<file path="src/rtl/pps_pkg.sv">
// Shared constants, codes and types for the pulsed pump swim sequencer.
package pps_pkg;

	localparam int unsigned TIME_W = 32;
	localparam int unsigned MS_W   = 16;
	localparam int unsigned LVL_W  = 8;
	localparam int unsigned ANG_W  = 12;
	localparam int unsigned TOL_W  = 11;
	localparam int unsigned CFG_W  = 16;

	// pulse cycle stages
	localparam logic [1:0] STAGE_IDLE  = 2'd0;
	localparam logic [1:0] STAGE_POWER = 2'd1;
	localparam logic [1:0] STAGE_REST  = 2'd2;

	// command codes
	localparam logic [2:0] FN_REST     = 3'd0;
	localparam logic [2:0] FN_SWIM     = 3'd1;
	localparam logic [2:0] FN_LEFT     = 3'd2;
	localparam logic [2:0] FN_RIGHT    = 3'd3;
	localparam logic [2:0] FN_LEFT_TO  = 3'd4;
	localparam logic [2:0] FN_RIGHT_TO = 3'd5;
	localparam logic [2:0] FN_FLIP     = 3'd6;
	localparam logic [2:0] FN_STAB     = 3'd7;

	// configuration register indexes
	localparam logic [1:0] CFG_POWER = 2'd0;
	localparam logic [1:0] CFG_REST  = 2'd1;
	localparam logic [1:0] CFG_TOL   = 2'd2;

	localparam logic [LVL_W-1:0] TURN_LEVEL  = 8'd75;
	localparam logic [MS_W-1:0]  POWER_RESET = 16'd500;
	localparam logic [MS_W-1:0]  REST_RESET  = 16'd500;
	localparam logic [TOL_W-1:0] TOL_RESET   = 11'd100;

	typedef struct packed {
		logic [1:0]        stage;
		logic [TIME_W-1:0] start_time;
		logic [LVL_W-1:0]  red_level;
		logic [LVL_W-1:0]  blue_level;
	} pulse_state_t;

	typedef struct packed {
		logic [MS_W-1:0]  power_time_ms;
		logic [MS_W-1:0]  rest_time_ms;
		logic [TOL_W-1:0] turn_tolerance;
	} pulse_cfg_t;

	typedef struct packed {
		logic [LVL_W-1:0] red_power;
		logic [LVL_W-1:0] blue_power;
		logic [1:0]       stage_now;
	} pulse_result_t;

endpackage

</file>
<file path="src/rtl/pulsed_pump_swim_sequencer.sv">
// Pulsed two-pump swim sequencer: top level with config, state and output buffer.
// A result is registered into the output register, or into the skid register while the output is stalled.
// Throughput: one command per cycle while in_stall is low; the state update finishes in the accepting cycle.
// A two-entry output buffer (output register plus skid register) keeps input flowing
// while a result is stalled until the skid register fills; in_stall rises only when both are full.
// Reset: stage idle, start time and levels zero, power/rest 500 ms, tolerance 100.
module pulsed_pump_swim_sequencer (
	input  logic                              clk,
	input  logic                              arst_n,
	input  logic                              cfg_we,
	input  logic [1:0]                        cfg_index,
	input  logic [pps_pkg::CFG_W-1:0]         cfg_data,
	input  logic                              in_valid,
	output logic                              in_stall,
	input  logic [2:0]                        func,
	input  logic [pps_pkg::TIME_W-1:0]        now_ms,
	input  logic [pps_pkg::LVL_W-1:0]         red_request,
	input  logic [pps_pkg::LVL_W-1:0]         blue_request,
	input  logic signed [pps_pkg::ANG_W-1:0]  target_angle,
	input  logic signed [pps_pkg::ANG_W-1:0]  yaw_angle,
	output logic                              out_valid,
	input  logic                              out_stall,
	output logic [pps_pkg::LVL_W-1:0]         red_power,
	output logic [pps_pkg::LVL_W-1:0]         blue_power,
	output logic [1:0]                        stage_now
);
	import pps_pkg::*;

	pulse_cfg_t    cfg_q;
	pulse_state_t  st_q;
	pulse_state_t  st_nxt;
	pulse_result_t res;
	pulse_result_t out_q;
	pulse_result_t skid_q;
	logic          out_valid_q;
	logic          skid_valid_q;
	logic          in_xfer;
	logic          out_free;

	assign in_stall = skid_valid_q;
	assign in_xfer  = in_valid && !skid_valid_q;
	assign out_free = !out_valid_q || !out_stall;

	always_ff @(posedge clk or negedge arst_n) begin
		if (!arst_n) begin
			cfg_q.power_time_ms  <= POWER_RESET;
			cfg_q.rest_time_ms   <= REST_RESET;
			cfg_q.turn_tolerance <= TOL_RESET;
		end else if (cfg_we) begin
			unique case (cfg_index)
				CFG_POWER: cfg_q.power_time_ms  <= cfg_data;
				CFG_REST:  cfg_q.rest_time_ms   <= cfg_data;
				CFG_TOL:   cfg_q.turn_tolerance <= cfg_data[TOL_W-1:0];
				default: ;
			endcase
		end
	end

	pps_step u_step (
		.cfg          (cfg_q),
		.cur          (st_q),
		.func         (func),
		.now_ms       (now_ms),
		.red_request  (red_request),
		.blue_request (blue_request),
		.target_angle (target_angle),
		.yaw_angle    (yaw_angle),
		.nxt          (st_nxt)
	);

	assign res.red_power  = st_nxt.red_level;
	assign res.blue_power = st_nxt.blue_level;
	assign res.stage_now  = st_nxt.stage;

	always_ff @(posedge clk or negedge arst_n) begin
		if (!arst_n) begin
			st_q <= '0;
		end else if (in_xfer) begin
			st_q <= st_nxt;
		end
	end

	// output register and skid register valids
	always_ff @(posedge clk or negedge arst_n) begin
		if (!arst_n) begin
			out_valid_q  <= 1'b0;
			skid_valid_q <= 1'b0;
		end else if (out_free) begin
			if (skid_valid_q) begin
				out_valid_q  <= 1'b1;
				skid_valid_q <= 1'b0;
			end else begin
				out_valid_q <= in_xfer;
			end
		end else if (in_xfer) begin
			skid_valid_q <= 1'b1;
		end
	end

	always_ff @(posedge clk) begin
		if (out_free) begin
			if (skid_valid_q)
				out_q <= skid_q;
			else if (in_xfer)
				out_q <= res;
		end else if (in_xfer) begin
			skid_q <= res;
		end
	end

	assign out_valid  = out_valid_q;
	assign red_power  = out_q.red_power;
	assign blue_power = out_q.blue_power;
	assign stage_now  = out_q.stage_now;

	a_skid_behind_out: assert property (@(posedge clk) disable iff (!arst_n)
		skid_valid_q |-> out_valid_q)
		else $error("skid register holds a result while the output register is empty");

	a_no_stage3: assert property (@(posedge clk) disable iff (!arst_n)
		st_q.stage != 2'd3)
		else $error("pulse stage reached an unused code");

	a_rest_clears: assert property (@(posedge clk) disable iff (!arst_n)
		in_xfer && func == FN_REST |=>
		st_q.stage == STAGE_IDLE && st_q.red_level == '0 && st_q.blue_level == '0)
		else $error("rest command did not clear stage and levels");

	a_idle_latches: assert property (@(posedge clk) disable iff (!arst_n)
		in_xfer && func == FN_SWIM && st_q.stage == STAGE_IDLE |=>
		st_q.stage == STAGE_POWER && st_q.start_time == $past(now_ms))
		else $error("idle swim step did not latch start time");

endmodule

</file>
<file path="src/rtl/pps_step.sv">
// Next-state logic of the pulse cycle for one command.
module pps_step (
	input  pps_pkg::pulse_cfg_t               cfg,
	input  pps_pkg::pulse_state_t             cur,
	input  logic [2:0]                        func,
	input  logic [pps_pkg::TIME_W-1:0]        now_ms,
	input  logic [pps_pkg::LVL_W-1:0]         red_request,
	input  logic [pps_pkg::LVL_W-1:0]         blue_request,
	input  logic signed [pps_pkg::ANG_W-1:0]  target_angle,
	input  logic signed [pps_pkg::ANG_W-1:0]  yaw_angle,
	output pps_pkg::pulse_state_t             nxt
);
	import pps_pkg::*;

	logic [TIME_W-1:0]      elapsed;
	logic [MS_W:0]          total;
	logic signed [ANG_W+1:0] tgt_x;
	logic signed [ANG_W+1:0] yaw_x;
	logic signed [ANG_W+1:0] tol_x;
	logic signed [ANG_W+1:0] band_hi;
	logic signed [ANG_W+1:0] band_lo;
	logic                   outside;
	logic                   yaw_neg;
	logic                   step_en;
	logic [LVL_W-1:0]       lvl_red;
	logic [LVL_W-1:0]       lvl_blue;

	assign elapsed = now_ms - cur.start_time;
	assign total   = {1'b0, cfg.power_time_ms} + {1'b0, cfg.rest_time_ms};
	assign tgt_x   = {{2{target_angle[ANG_W-1]}}, target_angle};
	assign yaw_x   = {{2{yaw_angle[ANG_W-1]}}, yaw_angle};
	assign tol_x   = $signed({3'b000, cfg.turn_tolerance});
	assign band_hi = tgt_x + tol_x;
	assign band_lo = tgt_x - tol_x;
	assign outside = !((yaw_x <= band_hi) && (yaw_x >= band_lo));
	assign yaw_neg = yaw_angle[ANG_W-1];

	// pick the levels and whether the cycle steps at all
	always_comb begin
		step_en  = 1'b1;
		lvl_red  = TURN_LEVEL;
		lvl_blue = '0;
		unique case (func)
			FN_REST: step_en = 1'b0;
			FN_SWIM: begin
				lvl_red  = red_request;
				lvl_blue = blue_request;
			end
			FN_LEFT: ;
			FN_RIGHT: begin
				lvl_red  = '0;
				lvl_blue = TURN_LEVEL;
			end
			FN_LEFT_TO: step_en = outside;
			FN_RIGHT_TO: begin
				step_en  = outside;
				lvl_red  = '0;
				lvl_blue = TURN_LEVEL;
			end
			FN_FLIP: begin
				if (!yaw_neg) begin
					lvl_red  = '0;
					lvl_blue = TURN_LEVEL;
				end
			end
			default: begin
				if (yaw_neg) begin
					lvl_red  = '0;
					lvl_blue = TURN_LEVEL;
				end
			end
		endcase
	end

	always_comb begin
		nxt = cur;
		if (func == FN_REST) begin
			nxt.stage      = STAGE_IDLE;
			nxt.red_level  = '0;
			nxt.blue_level = '0;
		end else if (step_en) begin
			unique case (cur.stage)
				STAGE_IDLE: begin
					nxt.start_time = now_ms;
					nxt.stage      = STAGE_POWER;
				end
				STAGE_POWER: begin
					nxt.red_level  = lvl_red;
					nxt.blue_level = lvl_blue;
					if (elapsed > {{(TIME_W-MS_W){1'b0}}, cfg.power_time_ms})
						nxt.stage = STAGE_REST;
				end
				STAGE_REST: begin
					nxt.red_level  = '0;
					nxt.blue_level = '0;
					if (elapsed > {{(TIME_W-MS_W-1){1'b0}}, total})
						nxt.stage = STAGE_IDLE;
				end
				default: ;
			endcase
		end
	end

endmodule

</file>
<file path="config.mk">
export PLATFORM = sky130hd
export DESIGN_NAME = pulsed_pump_swim_sequencer
export DESIGN_NICKNAME = d
export VERILOG_FILES = /design/src/rtl/pps_pkg.sv /design/src/rtl/pulsed_pump_swim_sequencer.sv /design/src/rtl/pps_step.sv
export SDC_FILE = /design/constraint.sdc
export NUM_CORES = 1
export LEC_CHECK = 0
export BUFFER_PORTS_ARGS = -buffer_cell sky130_fd_sc_hd__clkbuf_2
export CORE_UTILIZATION = 55
export DETAILED_ROUTE_END_ITERATION = 8
export PLACE_DENSITY = 0.72
export SKIP_CTS_REPAIR_TIMING = 1
export SLEW_MARGIN = 20
export SYNTH_ARGS = -nofsm -noshare
export SYNTH_HDL_FRONTEND = slang
export SYNTH_HIERARCHICAL = 1
export SYNTH_SLANG_ARGS = --single-unit
</file>
<file path="constraint.sdc">
create_clock -name clk -period 5.9 [get_ports clk]
set_input_delay 1.18 -clock clk [delete_from_list [all_inputs] [get_ports clk]]
set_output_delay 1.18 -clock clk [all_outputs]
set_load 0.02 [all_outputs]
</file>
Yosys cells after proc, flatten, opt, wreduce, memory -nomap -nowiden
Index checks and enable logic that the tools add are counted.
W data, S select, Z words.
{"block": "op_classes", "magnitude_cmp": 4, "muxes": 18, "add_sub_neg": 4, "eq_ne": 10, "bitwise_logic": 2, "reduce_logical": 21}
{"op": "$pmux W8 S4", "count": 2}
{"op": "$mux W50", "count": 1}
{"op": "$mux W18", "count": 2}
{"op": "$gt A32 B16 Y1", "count": 1}
{"op": "$gt A32 B17 Y1", "count": 1}
{"op": "$mux W32", "count": 1}
{"op": "$pmux W16 S2", "count": 1}
{"op": "$sub A32 B32 Y32", "count": 1}
{"op": "$add A16 B16 Y17", "count": 1}
{"op": "$mux W16", "count": 1}
{"op": "$mux W7", "count": 2}
{"op": "$add A12 B12 Y13", "count": 1}
{"op": "$ge A12 B13 Y1", "count": 1}
{"op": "$le A12 B13 Y1", "count": 1}
{"op": "$sub A12 B12 Y13", "count": 1}
{"op": "$reduce_and A2 Y1", "count": 5}
{"op": "$eq A3 B3 Y1 const B", "count": 3}
{"op": "$eq A3 B2 Y1 const B", "count": 2}
{"op": "$mux W2", "count": 3}
{"op": "$pmux W2 S3", "count": 1}
{"op": "$reduce_or A2 Y1", "count": 3}
{"op": "$eq A2 B1 Y1 const B", "count": 2}
{"op": "$eq A2 B2 Y1 const B", "count": 2}
{"op": "$logic_not A1 Y1", "count": 4}
{"op": "10 further kinds", "count": 16}
{"block": "totals", "ff_bits": 131, "output_inout_bits": 20}

Depth between registers and ports, before layout
Gate-level depths: netlist (run 1).
{"block": "logic_depth", "word_depth": 9, "ltp_mapped": 26}

Modules after synthesis
The synthesis (run 1) kept the hierarchy.
{"module": "pps_step", "area_each_um2": 5836.8, "seq_area_each_um2": 0.0, "cells_each": 828, "n_inst": 1}
{"module": "pulsed_pump_swim_sequencer", "area_each_um2": 4860.9, "seq_area_each_um2": 3477.1, "cells_each": 263, "n_inst": 1}

Least setup slack after synthesis (run 1)
Ideal clock, no wire load.
{"block": "synth_timing", "kind": "in2reg", "startpoint": "in target_angle[0] (netlist name)", "endpoint": "reg st_q[21] (netlist name)", "setup_slack_ns": 0.213, "arrival_ns": 5.562, "n_path_buf": 1, "path_stages": 25, "path_cell_list": "inv_1 > ha_1 > inv_1 > fa_1 > a21o_1 > a21oi_1 > o21ai_0 > a21oi_1 > o21bai_1 > a21oi_1 > o21bai_1 > a21o_1 > a21oi_1 > nor2_1 > ha_1 > nand4_1 > or4_1 > nand3_1 > a2111oi_0 > nor2_1 > nor2_1 > nand2_1 > clkbuf_1 > mux2_2 > mux2_2"}
{"block": "synth_between", "elab_chain_len": 6, "word_cells_on_any_way": 8, "classes_between": "2 x add/sub; 2 x order compare; 1 x mux; 3 x reduce/logical"}
{"item": "start, declared", "line": "pulsed_pump_swim_sequencer.sv:19", "rtl": "input logic signed [pps_pkg::ANG_W-1:0] target_angle,"}
{"item": "$add A12 B12 Y13 or $sub A12 B12 Y13 (tied branches)", "line": "pps_step.sv:33, pps_step.sv:34"}
{"item": "$le A12 B13 Y1 or $ge A12 B13 Y1 (tied branches)", "line": "pps_step.sv:35", "rtl": "assign outside = !((yaw_x <= band_hi) && (yaw_x >= band_lo));"}
{"item": "$logic_and A1 B1 Y1 (*)", "line": "pps_step.sv:35"}
{"item": "$logic_not A1 Y1 (*)", "line": "pps_step.sv:35"}
{"item": "$pmux W1 S2 (*)", "line": "pps_step.sv:43", "rtl": "unique case (func)"}
{"item": "$reduce_and A4 Y1 (no source line) (*)"}
{"item": "end signal, assigned", "line": "pulsed_pump_swim_sequencer.sv:79", "rtl": "st_q <= st_nxt;"}
{"item": "end, declared", "line": "pulsed_pump_swim_sequencer.sv:30", "rtl": "pulse_state_t st_q;"}
Every way passes the cells marked *; elsewhere a longest branch is shown, timed or not.
A chain may end at the register's enable or synchronous reset.

==> results of run 1 <==
layer usage:
metal	track usage [%]	up-vias
met1	32.5	3938
li1	-	4199
met2	42.7	167
met3	3.78	20
met4	6.68	0
met5	0	-
worst max-delay path, stage by stage:
cell       delay, ns
clkbuf_2        0.09
ha_1            0.22
fa_1            0.41
nand2b_1        0.09
a21oi_1         0.08
o21ai_0         0.17
a21oi_1         0.10
nor2_1          0.16
o21bai_1        0.08
a21oi_1         0.23
o21bai_1        0.10
a21oi_1         0.24
xnor2_1         0.15
ha_1            0.25
a21o_1          0.19
a211oi_1        0.39
o2111ai_1       0.21
a31o_2          0.29
o21bai_1        0.23
mux2_2          0.37
nand2_1         0.07
o31ai_1         0.10
mux2_2          0.27
layout make-up:
cell class	count	share of cell area, %
clock buffer	17	3.49
sequential	131	28.5
clock inverter	15	1.50
multi-input combinational	835	55.4
inverter	90	2.77
timing repair buffer	127	5.65
tap	260	2.67
placed cells by master (no fill, tap or decap), drive strengths merged, types with 15 or more instances in the layout:
master | netlist | layout
dfstp | 15 | 15
nand4 | 21 | 21
a21oi | 79 | 79
nor3 | 19 | 19
inv | 90 | 100
nand3 | 26 | 26
o21bai | 17 | 17
xor2 | 19 | 19
nor2 | 58 | 58
ha | 131 | 131
nand2 | 69 | 69
dfrtp | 80 | 80
a21o | 26 | 26
clkbuf | 21 | 133
o21ai | 39 | 39
xnor2 | 38 | 38
edfxtp | 36 | 36
mux2 | 145 | 145
sequential cells by signal, summed over array words and instances (netlist names):
name and count:
st_q 50, cfg_q 43, skid_q 18, blue_power 8, red_power 8, stage_now 2, in_stall 1, out_valid 1
cells by family after synthesis:
logic type               count (synthesis)
AO/OA/AOI/OAI                          243
XOR/XNOR                                57
adder cells (fa/ha/maj)                136
buffers and inverters                  125
flip-flops                             131
multiplexers                           148
AND/OR/NAND/NOR                        251
stage by stage:
stage	utilization, %	instances
global placement	61.2	1443
floorplan	-	1091
detailed placement	61.2	1443
CTS	64.4	1475
finish	64.5	1475
global route	64.5	1475
where the power goes:
group	leakage [nW]	internal (mW)	switching (mW)
clock	0.294	0.610	0.477
combinational	3.82	1.65	1.96
sequential	1.49	1.22	0.166
total	5.60	3.48	2.60
path summary, 6_finish.rpt:
kind,from,cells after the start,end,slack [ns]
setup reg to reg,cfg_q[12]$_DFFE_PN0P_,20,stage_now[1]$_DFFE_PP_,0.61
max in group asynchronous,arst_n,2,cfg_q[29]$_DFFE_PN1P_,4.10
setup / recovery,target_angle[0],23,stage_now[0]$_DFFE_PP_,0.38
hold reg to reg,st_q[8]$_DFFE_PN0P_,1,st_q[8]$_DFFE_PN0P_,0.51
hold / removal,st_q[8]$_DFFE_PN0P_,1,st_q[8]$_DFFE_PN0P_,0.51
min in group asynchronous,arst_n,1,cfg_q[22]$_DFFE_PN0P_,0.79
==> results.py, run 1 <==
metrics = {
    "outcome": {
        "status": "finished, final reports clean",
    },
    "final_layout": {
        "design_area_mm2": 0.0122,
        "regArea_mm2": 0.00348,
        "fill_cells": 1653,
        "area_delta_synth_final_pct": 13.9,
        "layout.nets": 1435,
        "multi_input_comb_area_mm2": 0.00675,
        "layout-drive-gt1-share_pct": 27.7,
        "diodes": 0,
    },
    "logic_synthesis": {
        "synth-compound-area-share_pct": 14.8,
        "synth.distinct_cells": 74,
        "syn_area_mm2": 0.0107,
        "synth_fa_ha_area_share_pct": 16.2,
        "yosys.area.top_type": "dfrtp_1",
        "synth_area_leaders": "dfrtp_1 19%, ha_1 15%, mux2_2 15%, edfxtp_1 10%, a21oi_1 3.7%",
        "post-synth-top-count-cell": "mux2_2",
        "synth_commonest_cells": "144 x mux2_2, 131 x ha_1, 90 x inv_1",
        "ys_ff_latch": 131,
        "avgSynthCellArea_um2": 9.81,
        "syn_inst": 1091,
        "synthFlopType": "dfrtp_1",
        "synth.area.mux_share_pct": 15.5,
        "async_reset_ff_share_pct": 72.5,
        "yosys.area.top_type_share_pct": 18.7,
        "synth_simple_gate_area_share_pct": 11.7,
        "synth_xor_xnor_area_share_pct": 4.67,
        "synth_seq_area_share_pct": 32.5,
        "ys_warn_count": 6,
        "synth_top_family_by_area": "adder cells",
        "synth_nets": 1324,
        "synth_edf_count": 36,
    },
    "routing": {
        "wl_met3_um": 840,
        "maxUsedRoutingLayer": "met4",
        "m1WireLength_um": 11200,
        "drt_iter0_drc": 314,
        "met2_wirelength_um": 11200,
        "wl_per_cell_um": 15.9,
        "drc_errors": 0,
        "drt-vias-per-instance": 5.64,
        "dr.pass1.iters": 5,
        "wirelength_um": 23500,
        "ant_nets": 0,
        "vias": 8324,
    },
    "setup_path": {
        "crit_type": "input port to flip-flop",
        "required_ns": 6.07,
        "critPathLaunchType": "input port",
        "end_kind": "flip-flop",
        "cp_max_fo": 3,
        "worst_ep_arrival_time_ns": 5.69,
    },
    "die": {
        "start_util_pct": 56.6,
        "rows": 50,
        "die_w_um": 141,
        "pin_count": 118,
        "dieArea_mm2": 0.0200,
        "fp.coreArea_mm2": 0.0189,
        "die_y_um": 141,
    },
    "power_and_ir_drop": {
        "p_leak_nw": 5.60,
        "power.density_mw_per_mm2": 499,
        "p_total_mw": 6.08,
        "ir_worst_vdd_uv": 299,
    },
    "timing": {
        "worst_slack_ns": 0.384,
        "slew_headroom_pct": 31.8,
        "rsz0062_at_grt": "no",
        "worst_pin_slew_ns": 1.01,
        "finalHoldViolations": 0,
        "finalMaxSlewViolations": 0,
        "min_period_ns": 5.52,
        "tns_ns": 0,
        "fmax_mhz": 181,
        "post-route-period-util_pct": 93.5,
        "hold_ws_ns": 0.507,
        "fin_skew_ns": 0.0165,
        "setup_violations": 0,
    },
    "cts": {
        "clk_pin_slew_worst_paths_ns": 0.07,
        "clock_sinks": 131,
        "clk_latency_ns": 0.43,
        "cts_tree": "done",
        "cts_buffers": 17,
        "cts_root_buffer": "clkbuf_16",
        "clock_path_buffers": 2,
        "htree_levels": 4,
    },
    "placement": {
        "port_buffers": 117,
        "dp_hpwl_um": 18000,
        "dpl_worst_slack_ns": -0.0499,
        "post_dp_cell_area_mm2": 0.0116,
        "gp_congestion": 0.903,
    },
    "global_route": {
        "grt_pass1_wl_um": 39600,
        "grt_max_degree": 54,
        "antenna_found_initial": 0,
        "grt_overflow": 0,
        "grt_pass1_vias": 8351,
        "track_usage_pct": 24.8,
    },
    "job": {
        "drv_cap": 0,
    },
    "hold_path": {
        "hold_path.class": "flip-flop to flip-flop",
    },
}
Note: power is estimated with default switching activity, not from simulation.
==> run 2: changes to the inputs <==
--- a/config.mk
+++ b/config.mk
@@ -8,7 +8,7 @@
 export BUFFER_PORTS_ARGS = -buffer_cell sky130_fd_sc_hd__clkbuf_2
 export CORE_UTILIZATION = 55
 export DETAILED_ROUTE_END_ITERATION = 8
-export PLACE_DENSITY = 0.72
+export PLACE_DENSITY = 0.75
 export SKIP_CTS_REPAIR_TIMING = 1
 export SLEW_MARGIN = 20
 export SYNTH_ARGS = -nofsm -noshare
==> constraint.sdc (replaced) <==
create_clock -name clk -period 4.58 [get_ports clk]
set_input_delay 0.916 -clock clk [delete_from_list [all_inputs] [get_ports clk]]
set_output_delay 0.916 -clock clk [all_outputs]
set_load 0.02 [all_outputs]
==> run 2 against run 1 <==
Net effect: the flow now finishes with violations (negative setup slack); register-to-register slack got worse by 0.81 ns; die area did not move; total power rose by 58%; non-clock buffer count up 145; cell count grew 9.9%; first-iteration DRC count grew 29%; routed wire length up 17%; sequential share of layout area down 4.2 points; global-route usage is 1.9 points higher; clock-buffer cell count did not move; setup slack worse by 0.72 ns; clock skew shrank 0.0048 ns; largest cell class unchanged; largest power group unchanged.
==> results.py, run 2 (same netlist as run 1, synthesis figures left out) <==
metrics = {
    "routing": {
        "ant_nets": 0,
        "wl_per_cell_um": 16.9,
        "drc_errors": 0,
        "dr.pass1.iters": 5,
        "drt-vias-per-instance": 5.62,
        "wirelength_um": 27400,
        "drt_iter0_drc": 404,
        "vias": 9110,
    },
    "final_layout": {
        "utilization_pct": 75.7,
        "final_cell_mix": "141 x buf_4, 128 x ha_1, 114 x clkbuf_2",
        "layout.nets": 1580,
        "area_delta_synth_final_pct": 33.7,
        "layout-drive-gt1-share_pct": 42.1,
        "final_common_cell": "buf_4",
        "largest_reg_flops": 50,
        "regMostFlops": "st_q",
        "reg_top3": "st_q (50), cfg_q (43), skid_q (18)",
        "fill_cells": 1342,
    },
    "setup_path": {
        "cp_slowest_cell": "a2111oi_4",
        "critPathLaunchType": "input port",
        "crit_type": "input port to flip-flop",
        "crit_top_cell": "a21oi_2",
        "worst_ep_arrival_time_ns": 5.22,
        "cp_max_fo": 7,
        "cpPeakStageDelay_ns": 0.49,
        "end_kind": "flip-flop",
        "required_ns": 4.88,
    },
    "outcome": {
        "violations": "negative setup slack",
        "status": "finished, violations left",
    },
    "timing": {
        "post-route-period-util_pct": 107,
        "fmax_mhz": 203,
        "worst_pin_slew_ns": 1.01,
        "worst_slack_ns": -0.336,
        "finalMaxSlewViolations": 0,
        "finalHoldViolations": 0,
        "fin_skew_ns": 0.0118,
        "tns_ns": -21.06,
        "setup_violations": 84,
        "rsz0062_at_grt": "yes",
        "min_period_ns": 4.92,
        "slew_headroom_pct": 32.2,
    },
    "placement": {
        "gp_congestion": 0.893,
        "dp_hpwl_um": 20000,
        "port_buffers": 117,
    },
    "hold_path": {
        "hold_path.class": "input port to asynchronous set/reset pin",
    },
    "cts": {
        "cts_tree": "done",
        "cts_buffers": 17,
        "cts_root_buffer": "clkbuf_16",
        "clk_latency_ns": 0.42,
        "clock_path_buffers": 2,
        "clk_pin_slew_worst_paths_ns": 0.06,
        "htree_levels": 4,
        "clock_sinks": 131,
    },
    "power_and_ir_drop": {
        "p_total_mw": 9.61,
        "ir_worst_vdd_uv": 420,
        "p_leak_nw": 6.82,
        "power.density_mw_per_mm2": 672,
    },
    "global_route": {
        "grt_pass1_wl_um": 42600,
        "grt_max_degree": 36,
        "antenna_found_initial": 1,
        "grt_overflow": 0,
        "grt_pass1_vias": 9035,
        "track_usage_pct": 26.7,
    },
    "die": {
        "die_y_um": 141,
        "dieArea_mm2": 0.0200,
        "rows": 50,
        "pin_count": 118,
        "fp.coreArea_mm2": 0.0189,
        "die_w_um": 141,
        "start_util_pct": 56.6,
    },
    "job": {
        "drv_cap": 0,
    },
}
run 2: changes by cell type in the layout (fill, tap and decap cells not counted), sizes merged:
cell,previous run,this run
buf,11,154
clkinvlp,2,1
diode,0,1
clkbuf,133,135
clkinv,2,3
run 2: power breakdown:
group / internal [mW] / switching (mW)
combinational: 3.30 / 3.12
sequential: 1.57 / 0.262
clock: 0.772 / 0.589
total: 5.64 / 3.97
run 2: path summary, 6_finish.rpt:
check | from | end | slack, ns | depth (start not counted)
setup / recovery | target_angle[0] | st_q[46]$_DFFE_PN0P_ | -0.34 | 26
hold / removal | arst_n | cfg_q[20]$_DFFE_PN0P_ | 0.40 | 1
setup reg to reg | cfg_q[2]$_DFFE_PN1P_ | st_q[46]$_DFFE_PN0P_ | -0.20 | 24
hold reg to reg | cfg_q[22]$_DFFE_PN0P_ | cfg_q[22]$_DFFE_PN0P_ | 0.52 | 1
max in group asynchronous | arst_n | st_q[45]$_DFFE_PN0P_ | 3.39 | 2
min in group clk | cfg_q[22]$_DFFE_PN0P_ | cfg_q[22]$_DFFE_PN0P_ | 0.52 | 1
run 2: layout make-up:
| class | count | area (um^2) | area share, % |
|---|---|---|---|
| well taps | 260 | 325 | 2.28 |
| inverters | 90 | 350 | 2.45 |
| clock buffers | 17 | 425 | 2.98 |
| diodes | 1 | 2.50 | 0.0175 |
| flip-flops and latches | 131 | 3480 | 24.3 |
| multi-input cells | 835 | 7640 | 53.4 |
| clock inverters | 15 | 159 | 1.11 |
| repair buffers | 272 | 1920 | 13.4 |
run 2: metrics by stage:
step                instances  worst slack, ns  area [um^2]  hold slack (ns)
floorplan                1091           -0.268        11300            0.480
global placement         1572           -0.707        13100            0.490
detailed placement       1572           -0.740        13100            0.502
CTS                      1604           -0.295        13700            0.400
global route             1621           -0.505        14300            0.425
finish                   1621           -0.336        14300            0.400
run 2: per-layer routing:
metal	GRT usage, %	up-vias	part of all wire [%]
li1	-	4491	-
met1	33.9	4380	45
met2	47.6	210	51
met3	3.37	29	3.2
met4	7.70	0	1.4
met5	0	-	0
run 2: critical path: cells and delay by family:
kind / cells / cell delay (ns)
adders and majority gates: 3 / 0.74
AOI/OAI and AO/OA: 10 / 1.83
muxes: 2 / 0.54
buffers and inverters: 4 / 0.40
and+or+nand+nor: 7 / 0.79
==> run 3: changes to the inputs <==
--- a/config.mk
+++ b/config.mk
@@ -9,6 +9,7 @@
 export CORE_UTILIZATION = 55
 export DETAILED_ROUTE_END_ITERATION = 8
 export PLACE_DENSITY = 0.75
+export REMOVE_ABC_BUFFERS = 1
 export SKIP_CTS_REPAIR_TIMING = 1
 export SLEW_MARGIN = 20
 export SYNTH_ARGS = -nofsm -noshare
==> run 3 against run 2 <==
Net effect: final area down 4.2%; the run still ends with negative setup slack left; first-iteration DRC count down 0.74%; highest routed layer unchanged; largest cell class unchanged; cell count up 0.12%; critical endpoint is now st_q[39]$_DFFE_PN0P_.
==> results.py, run 3 (same netlist as run 1, synthesis figures left out) <==
metrics = {
    "outcome": {
        "status": "finished, violations left",
        "violations": "negative setup slack",
    },
    "setup_path": {
        "worst_ep_arrival_time_ns": 5.19,
        "critPathTopFamily": "compound AO/OA/AOI/OAI gates",
        "ff2ff_path_depth": 24,
        "crit_top_cell": "a21oi_2",
        "cp_slowest_cell": "fa_2",
        "cp_num_buf_inv": 3,
        "cpPeakStageDelay_ns": 0.36,
        "required_ns": 4.89,
        "crit_type": "input port to flip-flop",
        "cp_num_cells": 25,
        "critPathLaunchType": "input port",
        "cp_max_fo": 8,
        "end_kind": "flip-flop",
    },
    "final_layout": {
        "final_common_cell": "buf_4",
        "design_area_mm2": 0.0137,
        "regMostFlops": "st_q",
        "reg_top3": "st_q (50), cfg_q (43), skid_q (18)",
        "layout.nets": 1583,
        "fill_cells": 1402,
        "layout-drive-gt1-share_pct": 38.7,
        "largest_reg_flops": 50,
        "final_cell_mix": "153 x buf_4, 128 x ha_1, 114 x clkbuf_2",
        "area_delta_synth_final_pct": 28.1,
        "diodes": 0,
    },
    "job": {
        "drv_cap": 0,
    },
    "global_route": {
        "grt_pass1_wl_um": 41800,
        "track_usage_pct": 26.0,
        "grt_pass1_vias": 9093,
        "grt_overflow": 0,
        "grt_max_degree": 69,
        "antenna_found_initial": 0,
    },
    "cts": {
        "cts_buffers": 17,
        "clk_pin_slew_worst_paths_ns": 0.07,
        "clock_sinks": 131,
        "clock_path_buffers": 2,
        "cts_tree": "done",
        "clk_latency_ns": 0.42,
        "htree_levels": 4,
        "cts_root_buffer": "clkbuf_16",
    },
    "placement": {
        "dpl_worst_slack_ns": -1.15,
        "dp_hpwl_um": 19100,
        "port_buffers": 117,
        "post_dp_cell_area_mm2": 0.0126,
        "gp_congestion": 0.897,
    },
    "routing": {
        "drt-vias-per-instance": 5.60,
        "drc_errors": 0,
        "dr.pass1.iters": 5,
        "wirelength_um": 26600,
        "vias": 9085,
        "wl_per_cell_um": 16.4,
        "ant_nets": 0,
        "drt_iter0_drc": 401,
    },
    "die": {
        "pin_count": 118,
        "fp.coreArea_mm2": 0.0189,
        "start_util_pct": 56.6,
        "die_w_um": 141,
        "dieArea_mm2": 0.0200,
        "die_y_um": 141,
        "rows": 50,
    },
    "power_and_ir_drop": {
        "ir_worst_vdd_uv": 396,
        "power.density_mw_per_mm2": 663,
        "p_leak_nw": 6.51,
    },
    "timing": {
        "fmax_mhz": 205,
        "finalMaxSlewViolations": 0,
        "setup_violations": 77,
        "rsz0062_at_grt": "yes",
        "worst_pin_slew_ns": 1.01,
        "finalHoldViolations": 0,
        "hold_ws_ns": 0.510,
        "post-route-period-util_pct": 107,
        "slew_headroom_pct": 32.7,
        "min_period_ns": 4.88,
        "worst_slack_ns": -0.303,
        "fin_skew_ns": 0.00802,
    },
    "hold_path": {
        "hold_depth": 1,
        "hold_path.class": "flip-flop to flip-flop",
    },
}
==> run 3: worst paths after layout <==
path | to | slack, ns | from
setup / recovery | st_q[39]$_DFFE_PN0P_ | -0.30 | target_angle[0]
hold / removal | st_q[10]$_DFFE_PN0P_ | 0.51 | st_q[10]$_DFFE_PN0P_
setup reg to reg | st_q[39]$_DFFE_PN0P_ | -0.19 | cfg_q[0]$_DFFE_PN0P_
hold reg to reg | st_q[10]$_DFFE_PN0P_ | 0.51 | st_q[10]$_DFFE_PN0P_
max in group asynchronous | cfg_q[19]$_DFFE_PN1P_ | 2.97 | arst_n
min in group asynchronous | st_q[36]$_DFFE_PN0P_ | 0.62 | arst_n
==> run 3: cell type report <==
type | count | area, um^2 | share of cell area, %
Clock buffer | 17 | 425 | 3.10
Clock inverter | 15 | 159 | 1.16
Inverter | 90 | 338 | 2.47
Multi-Input combinational cell | 835 | 7120 | 52.0
Sequential cell | 131 | 3480 | 25.4
Tap cell | 260 | 325 | 2.37
Timing Repair Buffer | 275 | 1860 | 13.6
==> run 3: report_power, final <==
group          switching [mW]  leakage (nW)  internal [mW]
Combinational            2.93          4.74           3.01
Sequential              0.217          1.49           1.57
Clock                   0.628         0.282          0.731
==> run 3: layer usage <==
layer	up-vias	track usage [%]	part of all wire [%]
met2	210	46.8	50
met1	4344	32.9	45
met4	0	6.68	1.4
li1	4495	-	-
met5	-	0	0
met3	36	3.27	3.4
==> run 3: per-stage QoR <==
stage	std cells	utilization, %	TNS (ns)	power, mW
after global routing	1623	72.5	-31.45	9.79
after detailed placement	1578	66.5	-85.63	7.06
final	1623	72.5	-15.23	9.09
after global placement	1578	66.5	-74.40	6.88
after CTS	1610	69.6	-48.55	8.48
after floorplan	1056	-	-95.45	5.27
